$ cat config.mk
export PLATFORM = sky130hd
export DESIGN_NAME = tick_timer_bank
export DESIGN_NICKNAME = d
export VERILOG_FILES = /design/src/hw/rtl/ttb_pkg.sv /design/src/hw/rtl/tick_timer_bank.sv /design/src/hw/rtl/ttb_ctrl.sv /design/src/hw/rtl/ttb_datapath.sv
export SDC_FILE = /design/constraint.sdc
export NUM_CORES = 1
export LEC_CHECK = 0
export ABC_AREA = 1
export BUFFER_PORTS_ARGS = -buffer_cell sky130_fd_sc_hd__buf_2
export CAP_MARGIN = 20
export CORE_ASPECT_RATIO = 0.8
export CORE_MARGIN = 5
export CORE_UTILIZATION = 29
export CTS_BUF_LIST = sky130_fd_sc_hd__clkbuf_16
export DETAILED_ROUTE_END_ITERATION = 6
export HOLD_SLACK_MARGIN = 0.12
export PLACE_DENSITY = 0.55
export REMOVE_ABC_BUFFERS = 1
export SLEW_MARGIN = 20
export SYNTH_ARGS = -nofsm -noshare
export SYNTH_HDL_FRONTEND = slang
export SYNTH_SLANG_ARGS = --single-unit
$ cat constraint.sdc
create_clock -name clk -period 8.3 [get_ports clk]
set_clock_uncertainty 0.2 [all_clocks]
set_input_delay 0.415 -clock clk [delete_from_list [all_inputs] [get_ports clk]]
set_output_delay 0.415 -clock clk [all_outputs]
set_load 0.005 [all_outputs]
$ cat src/hw/rtl/ttb_pkg.sv
// Shared types and codes of the tick timer bank.
package ttb_pkg;

    // Action codes of an input word
    localparam logic [1:0] ACT_TICK    = 2'd0;
    localparam logic [1:0] ACT_ARM     = 2'd1;
    localparam logic [1:0] ACT_RELEASE = 2'd2;

    // Configuration register indexes
    localparam logic REG_SHORT_PERIOD = 1'b0;
    localparam logic REG_LONG_PERIOD  = 1'b1;

    localparam logic [15:0] SHORT_PERIOD_RST = 16'd50;
    localparam logic [15:0] LONG_PERIOD_RST  = 16'd1000;

    // Width of an index into the timer bank, wide enough for banks of up to 64 timers
    localparam int IDX_EXT_W = 6;

    typedef enum logic [1:0] {
        TS_IDLE    = 2'd0,
        TS_RUNNING = 2'd1,
        TS_KICKED  = 2'd2,
        TS_ENDED   = 2'd3
    } tmr_state_t;

    typedef enum logic [2:0] {
        ST_IDLE,
        ST_EXEC,
        ST_SCAN,
        ST_DONE
    } ctl_state_t;

    // Commands from the controller to the datapath
    typedef struct packed {
        logic latch;
        logic run_periodic;
        logic scan_step;
        logic apply;
        logic emit;
    } ctl_cmd_t;

    // Status from the datapath to the controller
    typedef struct packed {
        logic is_tick;
        logic scan_last;
    } ctl_sts_t;

endpackage

$ cat src/hw/rtl/tick_timer_bank.sv
// Top level of the tick timer bank: sequencer plus datapath.
//
//  channel  | handshake           | payload
//  ---------+---------------------+----------------------------------------------
//  input    | start, busy         | action, timer_index, load_value, with_callback
//  result   | done (1-cycle pulse)| short_event, long_event, kick_flag,
//           |                     | kicked_mask, ended_mask, addressed_state
//  config   | cfg_we              | cfg_index, cfg_data
//
// A word is taken at a clock edge with start high and busy low. A tick word
// goes through latch, countdown update, the bank scan and report; arm,
// release and the unused action go through latch, apply and report.
// The bank scan steps one timer per cycle through a single decrementer.
// done pulses for one cycle with the result word; the receiver
// cannot stall it. busy drops in the done cycle, so the next word can be taken
// then. Reset clears periods to 50 and 1000, reloads both countdowns and
// puts every timer idle with zero count and no callback.
module tick_timer_bank
    import ttb_pkg::*;
#(
    parameter int NUM_TIMERS  = 8,
    parameter int COUNT_WIDTH = 16
)
(
    input  logic        clk,
    input  logic        rst_n,
    input  logic        start,
    output logic        busy,
    input  logic [1:0]  action,
    input  logic [2:0]  timer_index,
    input  logic [15:0] load_value,
    input  logic        with_callback,
    input  logic        cfg_we,
    input  logic        cfg_index,
    input  logic [15:0] cfg_data,
    output logic        done,
    output logic        short_event,
    output logic        long_event,
    output logic        kick_flag,
    output logic [7:0]  kicked_mask,
    output logic [7:0]  ended_mask,
    output logic [1:0]  addressed_state
);

    ctl_cmd_t cmd;
    ctl_sts_t sts;

    // Sequence each word through execute, scan (tick words only) and report
    ttb_ctrl u_ctrl (
        .clk   (clk),
        .rst_n (rst_n),
        .start (start),
        .sts   (sts),
        .cmd   (cmd),
        .busy  (busy)
    );

    // Hold countdowns, timer bank and the result word
    ttb_datapath #(
        .NUM_TIMERS  (NUM_TIMERS),
        .COUNT_WIDTH (COUNT_WIDTH)
    ) u_datapath (
        .clk             (clk),
        .rst_n           (rst_n),
        .cmd             (cmd),
        .sts             (sts),
        .action          (action),
        .timer_index     (timer_index),
        .load_value      (load_value),
        .with_callback   (with_callback),
        .cfg_we          (cfg_we),
        .cfg_index       (cfg_index),
        .cfg_data        (cfg_data),
        .done            (done),
        .short_event     (short_event),
        .long_event      (long_event),
        .kick_flag       (kick_flag),
        .kicked_mask     (kicked_mask),
        .ended_mask      (ended_mask),
        .addressed_state (addressed_state)
    );

    // A result pulse only ever follows a busy cycle and leaves the block free
    a_done_after_busy: assert property (@(posedge clk) disable iff (!rst_n)
        done |-> (!busy && $past(busy)))
        else $error("result pulse without a word in flight");

    // An accepted word always makes the block busy
    a_start_busy: assert property (@(posedge clk) disable iff (!rst_n)
        (start && !busy) |=> busy)
        else $error("accepted word did not start the sequencer");

    // A timer cannot both kick and end on the same tick
    a_masks_disjoint: assert property (@(posedge clk) disable iff (!rst_n)
        done |-> ((kicked_mask & ended_mask) == 8'd0))
        else $error("timer reported both kicked and ended");

    // Any kicked timer raises the kick flag
    a_kick_flag: assert property (@(posedge clk) disable iff (!rst_n)
        (done && kicked_mask != 8'd0) |-> kick_flag)
        else $error("kicked timer without kick flag");

endmodule

$ cat src/hw/rtl/ttb_ctrl.sv
// Sequencer of the tick timer bank: accept, execute, scan, report.
module ttb_ctrl
    import ttb_pkg::*;
(
    input  logic     clk,
    input  logic     rst_n,
    input  logic     start,
    input  ctl_sts_t sts,
    output ctl_cmd_t cmd,
    output logic     busy
);

    ctl_state_t state_reg;
    ctl_state_t state_next;

    always_ff @(posedge clk or negedge rst_n)
    begin
        if (!rst_n)
        begin
            state_reg <= ST_IDLE;
        end
        else
        begin
            state_reg <= state_next;
        end
    end

    always_comb
    begin
        state_next = state_reg;
        cmd        = '0;
        case (state_reg)
            ST_IDLE:
            begin
                if (start)
                begin
                    cmd.latch  = 1'b1;
                    state_next = ST_EXEC;
                end
            end
            ST_EXEC:
            begin
                if (sts.is_tick)
                begin
                    cmd.run_periodic = 1'b1;
                    state_next       = ST_SCAN;
                end
                else
                begin
                    cmd.apply  = 1'b1;
                    state_next = ST_DONE;
                end
            end
            ST_SCAN:
            begin
                cmd.scan_step = 1'b1;
                if (sts.scan_last)
                begin
                    state_next = ST_DONE;
                end
            end
            ST_DONE:
            begin
                cmd.emit   = 1'b1;
                state_next = ST_IDLE;
            end
            default:
            begin
                state_next = ST_IDLE;
            end
        endcase
    end

    assign busy = (state_reg != ST_IDLE);

endmodule

$ cat src/hw/rtl/ttb_datapath.sv
// Datapath of the tick timer bank: periodic countdowns, timer bank, result word.
module ttb_datapath
    import ttb_pkg::*;
#(
    parameter int NUM_TIMERS  = 8,
    parameter int COUNT_WIDTH = 16
)
(
    input  logic        clk,
    input  logic        rst_n,
    input  ctl_cmd_t    cmd,
    output ctl_sts_t    sts,
    input  logic [1:0]  action,
    input  logic [2:0]  timer_index,
    input  logic [15:0] load_value,
    input  logic        with_callback,
    input  logic        cfg_we,
    input  logic        cfg_index,
    input  logic [15:0] cfg_data,
    output logic        done,
    output logic        short_event,
    output logic        long_event,
    output logic        kick_flag,
    output logic [7:0]  kicked_mask,
    output logic [7:0]  ended_mask,
    output logic [1:0]  addressed_state
);

    localparam int IDX_W = (NUM_TIMERS > 1) ? $clog2(NUM_TIMERS) : 1;

    // Latched input word
    logic [1:0]  action_reg;
    logic [2:0]  idx_reg;
    logic [15:0] load_reg;
    logic        cb_reg;

    logic [15:0] short_period_reg;
    logic [15:0] long_period_reg;
    logic [15:0] short_cd_reg;
    logic [15:0] long_cd_reg;

    logic [COUNT_WIDTH-1:0] count_reg [NUM_TIMERS];
    tmr_state_t             tstate_reg [NUM_TIMERS];
    logic                   cb_bank_reg [NUM_TIMERS];

    logic [IDX_W-1:0] scan_reg;

    // Accumulated result of the current word
    logic       se_acc_reg;
    logic       le_acc_reg;
    logic       kick_acc_reg;
    logic [7:0] kmask_acc_reg;
    logic [7:0] emask_acc_reg;

    logic [IDX_EXT_W-1:0]   idx_ext;
    logic [IDX_W-1:0]       sel;
    logic                   sel_valid;
    logic [IDX_EXT_W-1:0]   scan_ext;
    logic [COUNT_WIDTH-1:0] scan_dec;
    logic [15:0]            short_dec;
    logic [15:0]            long_dec;

    assign idx_ext   = IDX_EXT_W'(idx_reg);
    assign sel       = idx_ext[IDX_W-1:0];
    assign sel_valid = (idx_ext < IDX_EXT_W'(NUM_TIMERS));
    assign scan_ext  = IDX_EXT_W'(scan_reg);
    assign scan_dec  = count_reg[scan_reg] - COUNT_WIDTH'(1);
    assign short_dec = short_cd_reg - 16'd1;
    assign long_dec  = long_cd_reg - 16'd1;

    assign sts.is_tick   = (action_reg == ACT_TICK);
    assign sts.scan_last = (scan_ext == IDX_EXT_W'(NUM_TIMERS - 1));

    // Configuration and periodic countdowns
    always_ff @(posedge clk or negedge rst_n)
    begin
        if (!rst_n)
        begin
            short_period_reg <= SHORT_PERIOD_RST;
            long_period_reg  <= LONG_PERIOD_RST;
            short_cd_reg     <= SHORT_PERIOD_RST;
            long_cd_reg      <= LONG_PERIOD_RST;
        end
        else
        begin
            if (cfg_we)
            begin
                if (cfg_index == REG_SHORT_PERIOD)
                begin
                    short_period_reg <= cfg_data;
                end
                else
                begin
                    long_period_reg <= cfg_data;
                end
            end
            if (cmd.run_periodic)
            begin
                short_cd_reg <= (short_dec == 16'd0) ? short_period_reg : short_dec;
                long_cd_reg  <= (long_dec == 16'd0) ? long_period_reg : long_dec;
            end
        end
    end

    // Input latch, scan index and result accumulators
    always_ff @(posedge clk or negedge rst_n)
    begin
        if (!rst_n)
        begin
            scan_reg      <= '0;
            se_acc_reg    <= 1'b0;
            le_acc_reg    <= 1'b0;
            kick_acc_reg  <= 1'b0;
            kmask_acc_reg <= '0;
            emask_acc_reg <= '0;
        end
        else if (cmd.latch)
        begin
            scan_reg      <= '0;
            se_acc_reg    <= 1'b0;
            le_acc_reg    <= 1'b0;
            kick_acc_reg  <= 1'b0;
            kmask_acc_reg <= '0;
            emask_acc_reg <= '0;
        end
        else
        begin
            if (cmd.run_periodic)
            begin
                se_acc_reg <= (short_dec == 16'd0);
                le_acc_reg <= (long_dec == 16'd0);
            end
            if (cmd.scan_step)
            begin
                scan_reg <= scan_reg + IDX_W'(1);
                if (tstate_reg[scan_reg] == TS_RUNNING && scan_dec == '0)
                begin
                    if (cb_bank_reg[scan_reg])
                    begin
                        kick_acc_reg <= 1'b1;
                        if (scan_ext < IDX_EXT_W'(8))
                        begin
                            kmask_acc_reg[scan_ext[2:0]] <= 1'b1;
                        end
                    end
                    else if (scan_ext < IDX_EXT_W'(8))
                    begin
                        emask_acc_reg[scan_ext[2:0]] <= 1'b1;
                    end
                end
            end
        end
    end

    always_ff @(posedge clk)
    begin
        if (cmd.latch)
        begin
            action_reg <= action;
            idx_reg    <= timer_index;
            load_reg   <= load_value;
            cb_reg     <= with_callback;
        end
    end

    // Timer bank: one entry per scan step, or the addressed entry on arm/release
    always_ff @(posedge clk or negedge rst_n)
    begin
        if (!rst_n)
        begin
            for (int i = 0; i < NUM_TIMERS; i++)
            begin
                count_reg[i]   <= '0;
                tstate_reg[i]  <= TS_IDLE;
                cb_bank_reg[i] <= 1'b0;
            end
        end
        else
        begin
            if (cmd.scan_step && tstate_reg[scan_reg] == TS_RUNNING)
            begin
                count_reg[scan_reg] <= scan_dec;
                if (scan_dec == '0)
                begin
                    tstate_reg[scan_reg] <= cb_bank_reg[scan_reg] ? TS_KICKED : TS_ENDED;
                end
            end
            if (cmd.apply && sel_valid)
            begin
                if (action_reg == ACT_ARM)
                begin
                    count_reg[sel]   <= COUNT_WIDTH'(load_reg);
                    cb_bank_reg[sel] <= cb_reg;
                    tstate_reg[sel]  <= TS_RUNNING;
                end
                else if (action_reg == ACT_RELEASE)
                begin
                    tstate_reg[sel] <= TS_IDLE;
                end
            end
        end
    end

    // Result word: done strobe and payload registers, loaded at report; the payload holds until the next report
    always_ff @(posedge clk or negedge rst_n)
    begin
        if (!rst_n)
        begin
            done <= 1'b0;
        end
        else
        begin
            done <= cmd.emit;
        end
    end

    always_ff @(posedge clk)
    begin
        if (cmd.emit)
        begin
            short_event     <= se_acc_reg;
            long_event      <= le_acc_reg;
            kick_flag       <= kick_acc_reg;
            kicked_mask     <= kmask_acc_reg;
            ended_mask      <= emask_acc_reg;
            addressed_state <= sel_valid ? tstate_reg[sel] : TS_IDLE;
        end
    end

endmodule
Yosys cells after proc, flatten, opt, wreduce, memory -nomap -nowiden
Cells that the tools add are included.
{"block": "op_classes", "n_addsub": 4, "magnitude_cmp": 8, "eq_ne": 10, "n_mux": 71, "bitwise_logic": 10, "n_reduce_logical": 24}
{"operator": "128-bit two-way mux", "count": 3}
{"operator": "128-bit bitwise mux", "count": 2}
{"operator": "16-bit two-way mux", "count": 11}
{"operator": "16-bit demux with 3-bit select", "count": 2}
{"operator": "8-bit two-way mux", "count": 10}
{"operator": "16-bit binary-select mux with 3-bit select", "count": 1}
{"operator": "16-bit zero test", "count": 3}
{"operator": "16-bit by 1-bit subtractor with 16-bit output, second input constant", "count": 3}
{"operator": "8-bit OR", "count": 3}
{"operator": "1-bit two-way mux", "count": 22}
{"operator": "16-bit bitwise AND", "count": 1}
{"operator": "16-bit bitwise mux", "count": 1}
{"operator": "16-bit NOT", "count": 1}
{"operator": "2-bit binary-select mux with 3-bit select", "count": 2}
{"operator": "2-bit demux with 3-bit select", "count": 2}
{"operator": "3-bit by 4-bit less-than comparator with 1-bit output, second input constant", "count": 3}
{"operator": "2-bit two-way mux", "count": 6}
{"operator": "3-bit two-way mux", "count": 4}
{"operator": "2-bit nonzero test", "count": 5}
{"operator": "3-bit case mux with 3 select lines", "count": 1}
{"operator": "8-bit bitwise AND", "count": 1}
{"operator": "8-bit bitwise mux", "count": 1}
{"operator": "4-bit >= comparator, second input constant", "count": 2}
{"operator": "4-bit by 1-bit less-than comparator with 1-bit output, second input constant", "count": 2}
{"operator": "other kinds (20)", "count": 35}
{"block": "totals", "reg_bits": 285, "inputBits": 43, "word_cells": 173}

Longest topological paths before layout
Gate-level depths: netlist of run 1.
{"block": "logic_depth", "depth_word": 12, "ltp_mapped": 25}

Modules after synthesis
Synthesis of run 1 repeated with hierarchy kept, for this count alone.
{"block": "unflattened", "cells_unflattened": 2012, "hier_area_um2": 15257.1}
{"mod": "ttb_datapath", "n_inst": 1, "cells_each": 1982, "area_per_inst_um2": 15053.2}
{"mod": "ttb_ctrl", "n_inst": 1, "cells_each": 30, "area_per_inst_um2": 203.9}

Worst setup path after synthesis of run 1
No wires, ideal clock.
{"block": "synth_path", "path_kind": "register -> register", "start": "register u_datapath.scan_reg[0]", "end": "register u_datapath.tstate_reg[2] in the netlist's numbering", "t_arrival_ns": 2.617, "t_required_ns": 7.978, "slack_ns": 5.361, "stages_incl_launch_ff": 25, "n_path_buf": 3, "path_cell_list": "dfrtp_1 buf_6 inv_4 buf_6 nand2_1 nand2_1 nand2_1 nand2_1 nand2_1 nand2_1 inv_1 ha_1 nand2_1 inv_2 nor2_4 nand2_1 nor2_1 nand2_1 nor2_1 nand2_1 nor2_4 buf_2 nand3_1 o21ai_1 nand2_1"}
{"block": "synth_via", "elab_chain_cells": 12, "word_cells_on_any_way": 28, "cone_classes": "1 x add/sub; 2 x order compare; 1 x eq/ne; 18 x mux; 3 x bitwise; 3 x reduce/logical"}
{"item": "start: declaration", "line_no": "ttb_datapath.sv:46", "source": "logic [IDX_W-1:0] scan_reg;"}
{"item": "start signal: assignment", "line_no": "ttb_datapath.sv:135", "source": "scan_reg <= scan_reg + IDX_W'(1);"}
{"item": "3-bit NOT with 4-bit output *", "line_no": "ttb_datapath.sv:67, ttb_datapath.sv:180, ttb_datapath.sv:185"}
{"item": "16-bit binary-select mux with 3-bit select, or another cell as far along", "line_no": "ttb_datapath.sv:67", "source": "assign scan_dec = count_reg[scan_reg] - COUNT_WIDTH'(1);"}
{"item": "16-bit two-way mux (not written as such), or another cell as far along (2 in series)", "line_no": "ttb_datapath.sv:67"}
{"item": "16-bit by 1-bit subtractor with 16-bit output, or another cell as far along", "line_no": "ttb_datapath.sv:67"}
{"item": "16-bit zero test / 16-bit bitwise mux (equally long branches)", "line_no": "ttb_datapath.sv:183, ttb_datapath.sv:185"}
{"item": "16-bit two-way mux", "line_no": "ttb_datapath.sv:183", "source": "if (scan_dec == '0)"}
{"item": "16-bit two-way mux *", "line_no": "ttb_datapath.sv:180", "source": "if (cmd.scan_step && tstate_reg[scan_reg] == TS_RUNNING)"}
{"item": "16-bit bitwise AND (no line)"}
{"item": "16-bit two-way mux", "line_no": "ttb_datapath.sv:196", "source": "else if (action_reg == ACT_RELEASE)"}
{"item": "16-bit two-way mux", "line_no": "ttb_datapath.sv:190", "source": "if (action_reg == ACT_ARM)"}
{"item": "16-bit two-way mux *", "line_no": "ttb_datapath.sv:188", "source": "if (cmd.apply && sel_valid)"}
{"item": "end signal: indexed assignment", "line_no": "ttb_datapath.sv:185", "source": "tstate_reg[scan_reg] <= cb_bank_reg[scan_reg] ? TS_KICKED : TS_ENDED;"}
{"item": "end: declaration", "line_no": "ttb_datapath.sv:43", "source": "tmr_state_t tstate_reg [NUM_TIMERS];"}
Mark *: on every way between the ends. The rest lies on a longest branch, timed or not. The select of a mux whose other input is x is not followed.
A chain may end at the register's enable or synchronous reset.

Worst setup path after layout of run 1
{"block": "layout_path", "start": "register u_datapath.scan_reg[0]", "end": "register u_datapath.tstate_reg[4] in the netlist's numbering"}
Same word-level chain as after synthesis.

==> results of run 1 <==
## cells by family (layout without fill, tap and decap cells)
group / after synthesis / in the layout / synth area share, %
adders and majority gates: 12 / 12 / 0.969
DFF: 284 / 284 / 47.4
AOI/OAI and AO/OA: 427 / 427 / 15.3
and+or+nand+nor: 898 / 898 / 24.7
xor gates and xnor gates: 20 / 20 / 1.25
buffers and inverters: 392 / 485 / 10.3
## power by group
part / switching [mW] / internal, mW
Sequential: 0.324 / 1.95
Clock: 0.590 / 0.765
Combinational: 2.21 / 0.949
Total: 3.12 / 3.67
## routing by layer
| layer | routed length, um | track usage, % | vias up | part of all wire (%) |
|---|---|---|---|---|
| met1 | 23700 | 25.4 | 6533 | 49 |
| met4 | 907 | 3.45 | 0 | 1.9 |
| met5 | 0 | 0 | - | 0 |
| li1 | - | - | 6663 | - |
| met3 | 3760 | 2.99 | 65 | 7.7 |
| met2 | 20500 | 24.5 | 487 | 42 |
## stage by stage
stage          cell area (um2)  utilization, %  setup WS (ns)  power [mW]
2_1_floorplan            15100               -           3.99        4.42
4_1_cts                  17800            33.7           3.45        6.80
6_report                 17800            33.7           3.37        6.79
5_1_grt                  17800            33.7           3.08        7.33
3_5_place_dp             16400            31.1           3.47        5.40
3_3_place_gp             16400            31.1           3.48        5.35
## worst register-to-register path: cells and delay by family (launching register included)
kind / cells / cell delay (ns)
simple gates: 7 / 1.60
flops: 1 / 0.34
buf+inv: 5 / 2.21
compound gates: 2 / 0.45
## layout make-up
type	instances	area [um2]
Sequential cell	284	7350
Tap cell	693	867
Fill cell	5505	34900
Timing Repair Buffer	117	838
Multi-Input combinational cell	1357	6570
Inverter	310	1170
Clock inverter	27	193
Clock buffer	31	776
## worst paths after layout
kind                                          from                         to  slack, ns  depth (start not counted)
setup / recovery            u_datapath.scan_reg[0]   u_datapath.tstate_reg[4]       3.37                         14
hold / removal             u_datapath.kick_acc_reg       u_datapath.kick_flag       0.23                          0
setup reg to reg            u_datapath.scan_reg[0]   u_datapath.tstate_reg[4]       3.37                         14
hold reg to reg            u_datapath.kick_acc_reg       u_datapath.kick_flag       0.23                          0
max in group asynchronous                    rst_n  u_datapath.long_cd_reg[1]       6.21                          3
min in group asynchronous                    rst_n   u_datapath.count_reg[74]       0.26                          2
## Yosys cell counts, types with 3 or more instances
master	n
a22oi_1	58
nor2_2	10
nand4_1	17
ha_1	12
buf_1	5
nand2_1	551
nand2_2	21
nor2_1	139
dfstp_2	18
nor3_1	13
o2111ai_1	3
a221oi_1	3
clkinv_1	3
buf_2	30
inv_1	291
inv_2	15
nand3_2	3
nand3_1	121
buf_4	5
dfrtp_1	223
o22ai_1	12
clkbuf_1	33
buf_6	8
o21a_1	10
edfxtp_1	43
xor2_1	14
xnor2_1	5
nor2_4	11
o211ai_1	4
o21ai_1	8
a21oi_1	164
o21ai_0	158
==> impl_metrics.toml, run 1 <==
[worst_setup_path]
critPathKind = "reg -> reg"
required_ns = 8.55
arrival_ns = 5.18
end_kind = "flop"
worst_path_max_delay_cell = "inv_1"
path_delay_family = "buffers and inverters"
cp.buffers_inverters = 5
critPathMaxFanout = 69
timing.critical_path.cells = "buf_4 > inv_4 > nand2_1 > inv_1 > a211oi_1 > nand2_1 > inv_1 > nand2_1 > nor2_2 > nand2_1 > inv_1 > nand3_1 > o21ai_1 > nand2_1"
crit_top_cell = "nand2_1"
critPathLaunchType = "flop"
slowest_delay_ns = 0.80

[synth]
synthCells = 2033
ys_seq_elements = 284
synth_top_area_share_pct = 36.0
synth_top_cell_by_area = "dfrtp_1"
synthTopCellsByArea = "dfrtp_1, nand2_1, edfxtp_1"
synth-edff-count = 43
netlist_area_um2 = 15500
synth.distinct_cells = 48
ys_async_sr_fraction_pct = 84.9
avgSynthCellArea_um2 = 7.62
ys.flop_type = "dfrtp_1"
synth-warning-count = 0
ys_seq_area_share_pct = 47.4

[route]
first_pass_iters = 7
dr_total_vias = 13700
wire_per_inst_um = 17.3
ant_nets = 0
drt-initial-drc-count = 1302
wl_um = 48900
drcViolationCount = 0
via_per_inst = 4.88

[cells_and_area]
layout_commonest_cell = "nand2_1"
mostFrequentLayoutCells = "nand2_1, inv_1, dfrtp_1"
area_growth_pct = 14.6
largest_reg_flops = 128
antenna_cells = 0
fin_nets = 2156
drive_above_1_share_pct = 10.1
stdcell_count = 2819

[timing]
rsz0062_at_grt = "no"
maxSlewViolCount = 0
fin_setup_tns_ns = 0
setup_viol = 0
whs_ns = 0.227
max_freq_mhz = 203
maxSlewHeadroom_pct = 27.8
hold_viol = 0
post-route-period-util_pct = 59.4
tightest_slew_ns = 1.08
period_minus_slack_ns = 4.93

[run]
maxCapViolCount = 0

[floorplan]
die_area_um2 = 58200
coreArea_um2 = 52600
die_h_um = 217
rows = 75
die_w_um = 268
start_util_pct = 29.4
io_pins = 66

[cts]
cts_tree = "yes"
clkSlewWorstSetupHoldPaths_ns = 0.06
hold_buffers = 40
cts.sinks = 284
cts.repair.resized = 0
cts_buffers = 31
clk_latency_ns = 0.59
cts_buffer_depth = 3
post_cts_buffers = 0
cts_root_buf = "clkbuf_16"
htree_levels = 1

[global_routing]
first_global_vias = 13400
overflow = 0
antenna_found_initial = 0
grt_pass1_wl_um = 77400
grt_max_degree = 152
grt_use_total_pct = 16.6

[placement]
gp_congestion = 0.921
dpl.hpwl_um = 32400
port_buffers = 65
dp.cells = 2721

[pwr]
peakVddDrop_v = 0.000162
powerDensity_nw_per_um2 = 382
leakage_nw = 8.57

[run_status]
status = "finished clean"

[min_path]
hp-class = "reg -> reg"
(Power assumes the default switching activity.)
==> run 2, diff against run 1 <==
--- a/config.mk
+++ b/config.mk
@@ -5,7 +5,7 @@
 export SDC_FILE = /design/constraint.sdc
 export NUM_CORES = 1
 export LEC_CHECK = 0
-export ABC_AREA = 1
+export ABC_AREA = 0
 export BUFFER_PORTS_ARGS = -buffer_cell sky130_fd_sc_hd__buf_2
 export CAP_MARGIN = 20
 export CORE_ASPECT_RATIO = 0.8
==> constraint.sdc (replaced) <==
create_clock -name clk -period 4.92 [get_ports clk]
set_clock_uncertainty 0.2 [all_clocks]
set_input_delay 0.246 -clock clk [delete_from_list [all_inputs] [get_ports clk]]
set_output_delay 0.246 -clock clk [all_outputs]
set_load 0.005 [all_outputs]
==> run 2 against run 1 <==
  * Synthesized cell count shrank 30%
  * Clock power grew 80%
  * Largest power group unchanged
  * Critical path depth shrank 3
  * Flip-flop and latch count is the same
  * Critical path type unchanged
  * Synthesized area shrank 4.7%
==> impl_metrics.toml, run 2 <==
[worst_setup_path]
required_ns = 5.20
critPathLaunchType = "flop"
reg2regPathDepth = 11
end_kind = "flop"
critPathKind = "reg -> reg"
arrival_ns = 4.62
critPathMaxFanout = 33
cp.buffers_inverters = 2
worst_path_max_delay_cell = "dfrtp_2"
path_delay_family = "compound AO/OA/AOI/OAI gates"
cp_num_cells = 11
slowest_delay_ns = 0.68
timing.critical_path.cells = "mux4_2 > mux2i_1 > ha_1 > inv_1 > a211o_1 > or2_1 > nor4_1 > a211oi_4 > buf_4 > a2111oi_0 > a22o_1"

[global_routing]
grt_pass1_wl_um = 67500
overflow = 0
grt_max_degree = 123
antenna_found_initial = 0
first_global_vias = 11200
grt_use_total_pct = 15.1

[min_path]
hp-class = "in -> reg"
min_path_cells = 4

[timing]
post-route-period-util_pct = 88.3
fin_setup_tns_ns = 0
hold_viol = 0
whs_ns = 0.170
maxSlewViolCount = 0
rsz0062_at_grt = "no"
setup_viol = 0
maxSlewHeadroom_pct = 31.2
max_freq_mhz = 230
period_minus_slack_ns = 4.34
tightest_slew_ns = 1.03

[pwr]
powerDensity_nw_per_um2 = 594
leakage_nw = 7.45
peakVddDrop_v = 0.000301
power_mw = 10.3

[synth]
synth-edff-count = 43
synth_top_cell_by_area = "dfrtp_1"
ys.flop_type = "dfrtp_1"
synth_top_area_share_pct = 37.8
ys_async_sr_fraction_pct = 84.9
synth_common_cells = "dfrtp_1, nand2_1, o21ai_0"
avgSynthCellArea_um2 = 10.3
ys_seq_area_share_pct = 49.7
synth-warning-count = 0
ys_seq_elements = 284
synth.distinct_cells = 74
netlist_area_um2 = 14800
synthTopCellsByArea = "dfrtp_1, edfxtp_1, mux2i_1"
yosysMostFrequentCell = "dfrtp_1"
synthCells = 1430

[cells_and_area]
stdcell_count = 2216
largest_reg_flops = 128
layout_commonest_cell = "dfrtp_1"
area_growth_pct = 17.3
fin_nets = 1562
mostFrequentLayoutCells = "dfrtp_1, nand2_1, o21ai_0"
antenna_cells = 0
design_area_um2 = 17300
fill_cells = 5150
drive_above_1_share_pct = 18.6

[cts]
cts_buffers = 34
htree_levels = 2
cts_buffer_depth = 3
cts_root_buf = "clkbuf_16"
clk_latency_ns = 0.53
cts.sinks = 284
clkSlewWorstSetupHoldPaths_ns = 0.06
cts_tree = "yes"
post_cts_buffers = 0
cts.repair.resized = 0

[route]
wl_um = 42400
first_pass_iters = 6
drcViolationCount = 0
via_per_inst = 5.04
drt-initial-drc-count = 1212
wire_per_inst_um = 19.1
dr_total_vias = 11200
ant_nets = 0

[floorplan]
die_w_um = 262
die_h_um = 212
io_pins = 66
coreArea_um2 = 50700
die_area_um2 = 55500
start_util_pct = 29.1
rows = 74

[placement]
gp_congestion = 0.889
place_area_um2 = 15800
port_buffers = 65
dpl.hpwl_um = 26700
dp.cells = 2111

[run_status]
status = "finished clean"

[run]
maxCapViolCount = 0
run 2: path summary, 6_finish.rpt:
check,startpoint,endpoint,slack (ns)
setup reg to reg,u_datapath.scan_reg[0],u_datapath.kick_acc_reg,0.58
hold reg to reg,u_datapath.kmask_acc_reg[5],u_datapath.kicked_mask[5],0.24
max in group asynchronous,rst_n,u_ctrl.state_reg[1],2.48
hold / removal,cfg_we,u_datapath.short_period_reg[0],0.17
min in group asynchronous,rst_n,u_datapath.emask_acc_reg[0],0.60
setup / recovery,u_datapath.scan_reg[0],u_datapath.kick_acc_reg,0.58
run 2: routing by layer:
layer / routed length (um) / up-vias / track usage [%]
li1: - / 5270 / -
met5: 0 / - / 0
met2: 17900 / 346 / 22.5
met4: 1170 / 0 / 4.83
met1: 20900 / 5484 / 22.7
met3: 2460 / 74 / 2.50
run 2: what timing repair did:
item                       CTS  global route
hold buffers                43             0
setup endpoints to repair    0             0
hold endpoints to repair   128             0
run 2: cells by family after synthesis:
family / synth area share, %
simple gates: 14.1
compound gates: 13.9
flops: 49.7
mux: 15.7
buf+inv: 4.02
xor+xnor: 1.53
fa+ha+maj: 1.02
run 2: stage by stage:
stage	utilization [%]	setup WS (ns)
floorplan	-	-0.658
global placement	31.1	0.698
detailed placement	31.2	0.590
CTS	34.1	0.555
global route	34.1	0.312
finish	34.1	0.577
run 2: worst min-delay path, cell delays in order:
cell     delay, ns
buf_2         0.08
nor2b_1       0.12
buf_4         0.24
mux2_2        0.18
run 2: area by class of cell:
type | instances | area (um2) | share of cell area [%]
multi-input combinational | 1015 | 6860 | 39.6
tap | 684 | 856 | 4.94
inverter | 23 | 86.3 | 0.498
sequential | 284 | 7350 | 42.4
timing repair buffer | 149 | 1100 | 6.34
clock buffer | 36 | 901 | 5.20
clock inverter | 25 | 170 | 0.982
run 2: report_power, final:
group | switching (mW) | internal (mW) | leakage (nW)
Combinational | 2.39 | 1.58 | 3.40
Clock | 1.02 | 1.43 | 0.560
Sequential | 0.669 | 3.20 | 3.48
==> run 3, diff against run 2 <==
--- a/config.mk
+++ b/config.mk
@@ -15,6 +15,7 @@
 export DETAILED_ROUTE_END_ITERATION = 6
 export HOLD_SLACK_MARGIN = 0.12
 export PLACE_DENSITY = 0.55
+export RECOVER_POWER = 25
 export REMOVE_ABC_BUFFERS = 1
 export SLEW_MARGIN = 20
 export SYNTH_ARGS = -nofsm -noshare
==> run 3 against run 2 <==
  * Maximum frequency fell by 0.43%
  * Global-route usage is the same
  * Core utilization is 0.067 points lower
  * Count of clock-buffer cells in the layout unchanged
  * First-iteration DRC count grew 1.2%
  * Sequential power barely moved
  * Combinational power is essentially flat
  * Power about the same
  * Via count rose by 0.24%
  * Die area stayed put
  * Sequential share of layout area is 0.083 points higher
  * Cell area is 0.20% lower
==> impl_metrics.toml, run 3 (synthesized netlist as in run 2, its figures left out) <==
[run_status]
status = "finished clean"

[worst_setup_path]
r2r_setup_slack_ns = 0.56
required_ns = 5.20
path_delay_family = "compound AO/OA/AOI/OAI gates"
slowest_delay_ns = 0.68
reg2regPathDepth = 11
arrival_ns = 4.64
end_kind = "flop"
critPathMaxFanout = 33
worstReg2RegStart = "u_datapath.scan_reg[0]"
critPathLaunchType = "flop"
cp.buffers_inverters = 2
timing.critical_path.cells = "mux4_2 > mux2i_1 > ha_1 > inv_1 > a211o_1 > or2_1 > nor4_1 > a211oi_4 > buf_4 > a2111oi_0 > a22o_1"
critPathKind = "reg -> reg"
worst_path_max_delay_cell = "dfrtp_2"
rr_endpoint = "u_datapath.kick_acc_reg"

[min_path]
hp-class = "in -> reg"
min_delay_worst_endpoint = "u_datapath.load_reg[13]"
hp-start = "load_value[13]"
min_path_cells = 2

[cts]
post_cts_buffers = 0
cts.sinks = 284
htree_levels = 2
clk_latency_ns = 0.54
cts_buffer_depth = 3
cts_tree = "yes"
cts_buffers = 34
cts_root_buf = "clkbuf_16"
clkSlewWorstSetupHoldPaths_ns = 0.06

[timing]
maxSlewViolCount = 0
post-route-period-util_pct = 88.7
fin_setup_tns_ns = 0
setup_viol = 0
max_freq_mhz = 229
rsz0062_at_grt = "no"
tightest_slew_ns = 1.15
hold_viol = 0
maxSlewHeadroom_pct = 23.6
period_minus_slack_ns = 4.36

[floorplan]
io_pins = 66
die_h_um = 212
rows = 74
start_util_pct = 29.1
die_w_um = 262
die_area_um2 = 55500
coreArea_um2 = 50700

[run]
maxCapViolCount = 0

[global_routing]
grt_use_total_pct = 15.1
grt_max_degree = 123
overflow = 0
antenna_found_initial = 0
first_global_vias = 11200
grt_pass1_wl_um = 67500

[cells_and_area]
fin_nets = 1562
fill_cells = 5159
area_growth_pct = 17.1
multi_input_area_um2 = 6860
antenna_cells = 0
final_util_pct = 34.1
layout_commonest_cell = "dfrtp_1"
regArea_um2 = 7350
drive_above_1_share_pct = 17.0
mostFrequentLayoutCells = "dfrtp_1, nand2_1, o21ai_0"
largest_reg_flops = 128

[route]
via_per_inst = 5.05
wire_per_inst_um = 19.2
drt-initial-drc-count = 1226
wl_um = 42500
dr_total_vias = 11200
first_pass_iters = 5
drcViolationCount = 0
ant_nets = 0

[pwr]
leakage_nw = 7.38
powerDensity_nw_per_um2 = 596
peakVddDrop_v = 0.000302

[placement]
gp_congestion = 0.889
dpl.hpwl_um = 26700
port_buffers = 65
-- run 3: changes by cell type in the layout (fill, tap and decap cells not counted) --
| cell | delta |
|---|---|
| ha_2 | -1 |
| ha_1 | +1 |
| buf_2 | -23 |
| buf_4 | -1 |
| clkbuf_2 | +1 |
| clkbuf_1 | +23 |
-- run 3: metrics by stage --
| step | instance area, um2 | worst slack [ns] | power (mW) | instances | hold WS [ns] |
|---|---|---|---|---|---|
| 2_1_floorplan | 14300 | -0.658 | 6.46 | 1322 | -0.250 |
| 3_3_place_gp | 15800 | 0.698 | 7.74 | 2110 | 0.0624 |
| 3_5_place_dp | 15800 | 0.590 | 7.84 | 2111 | 0.0628 |
| 4_1_cts | 17300 | 0.555 | 10.4 | 2215 | 0.140 |
| 5_1_grt | 17300 | 0.312 | 11.0 | 2216 | 0.202 |
| 6_report | 17300 | 0.558 | 10.3 | 2216 | 0.222 |
-- run 3: cell type report --
type / instances / area share [%]
Sequential cell: 284 / 42.5
Multi-Input combinational cell: 1015 / 39.7
Timing Repair Buffer: 149 / 6.17
Clock buffer: 36 / 5.21
Tap cell: 684 / 4.95
Clock inverter: 25 / 0.984
Inverter: 23 / 0.499
-- run 3: power breakdown --
group          internal (mW)  switching (mW)  leakage, nW
Sequential              3.21           0.673         3.48
Clock                   1.43            1.02        0.560
Combinational           1.56            2.40         3.34
Total                   6.20            4.10         7.38
-- run 3: worst max-delay path by stage --
stage	start	endpoint	slack, ns	cells past startpoint
after global placement	u_datapath.scan_reg[0]	u_datapath.kick_acc_reg	0.70	11
after floorplan	u_datapath.scan_reg[0]	u_datapath.kick_acc_reg	-0.66	10
final	u_datapath.scan_reg[0]	u_datapath.kick_acc_reg	0.56	11
after global routing	u_datapath.scan_reg[0]	u_datapath.kick_acc_reg	0.31	11
after CTS	u_datapath.scan_reg[0]	u_datapath.kick_acc_reg	0.56	11
after detailed placement	u_datapath.scan_reg[0]	u_datapath.kick_acc_reg	0.59	11
-- run 3: timing repair --
action,4_1_cts,5_1_grt
hold buffers,43,0
resized for setup,0,0
hold endpoints to repair,128,0
-- run 3: metal layers --
metal | track usage [%] | routed length, um | up-vias
met1 | 22.7 | 20900 | 5514
met3 | 2.50 | 2440 | 72
met5 | 0 | 0 | -
met2 | 22.5 | 17900 | 352
li1 | - | - | 5263
met4 | 4.83 | 1170 | 0
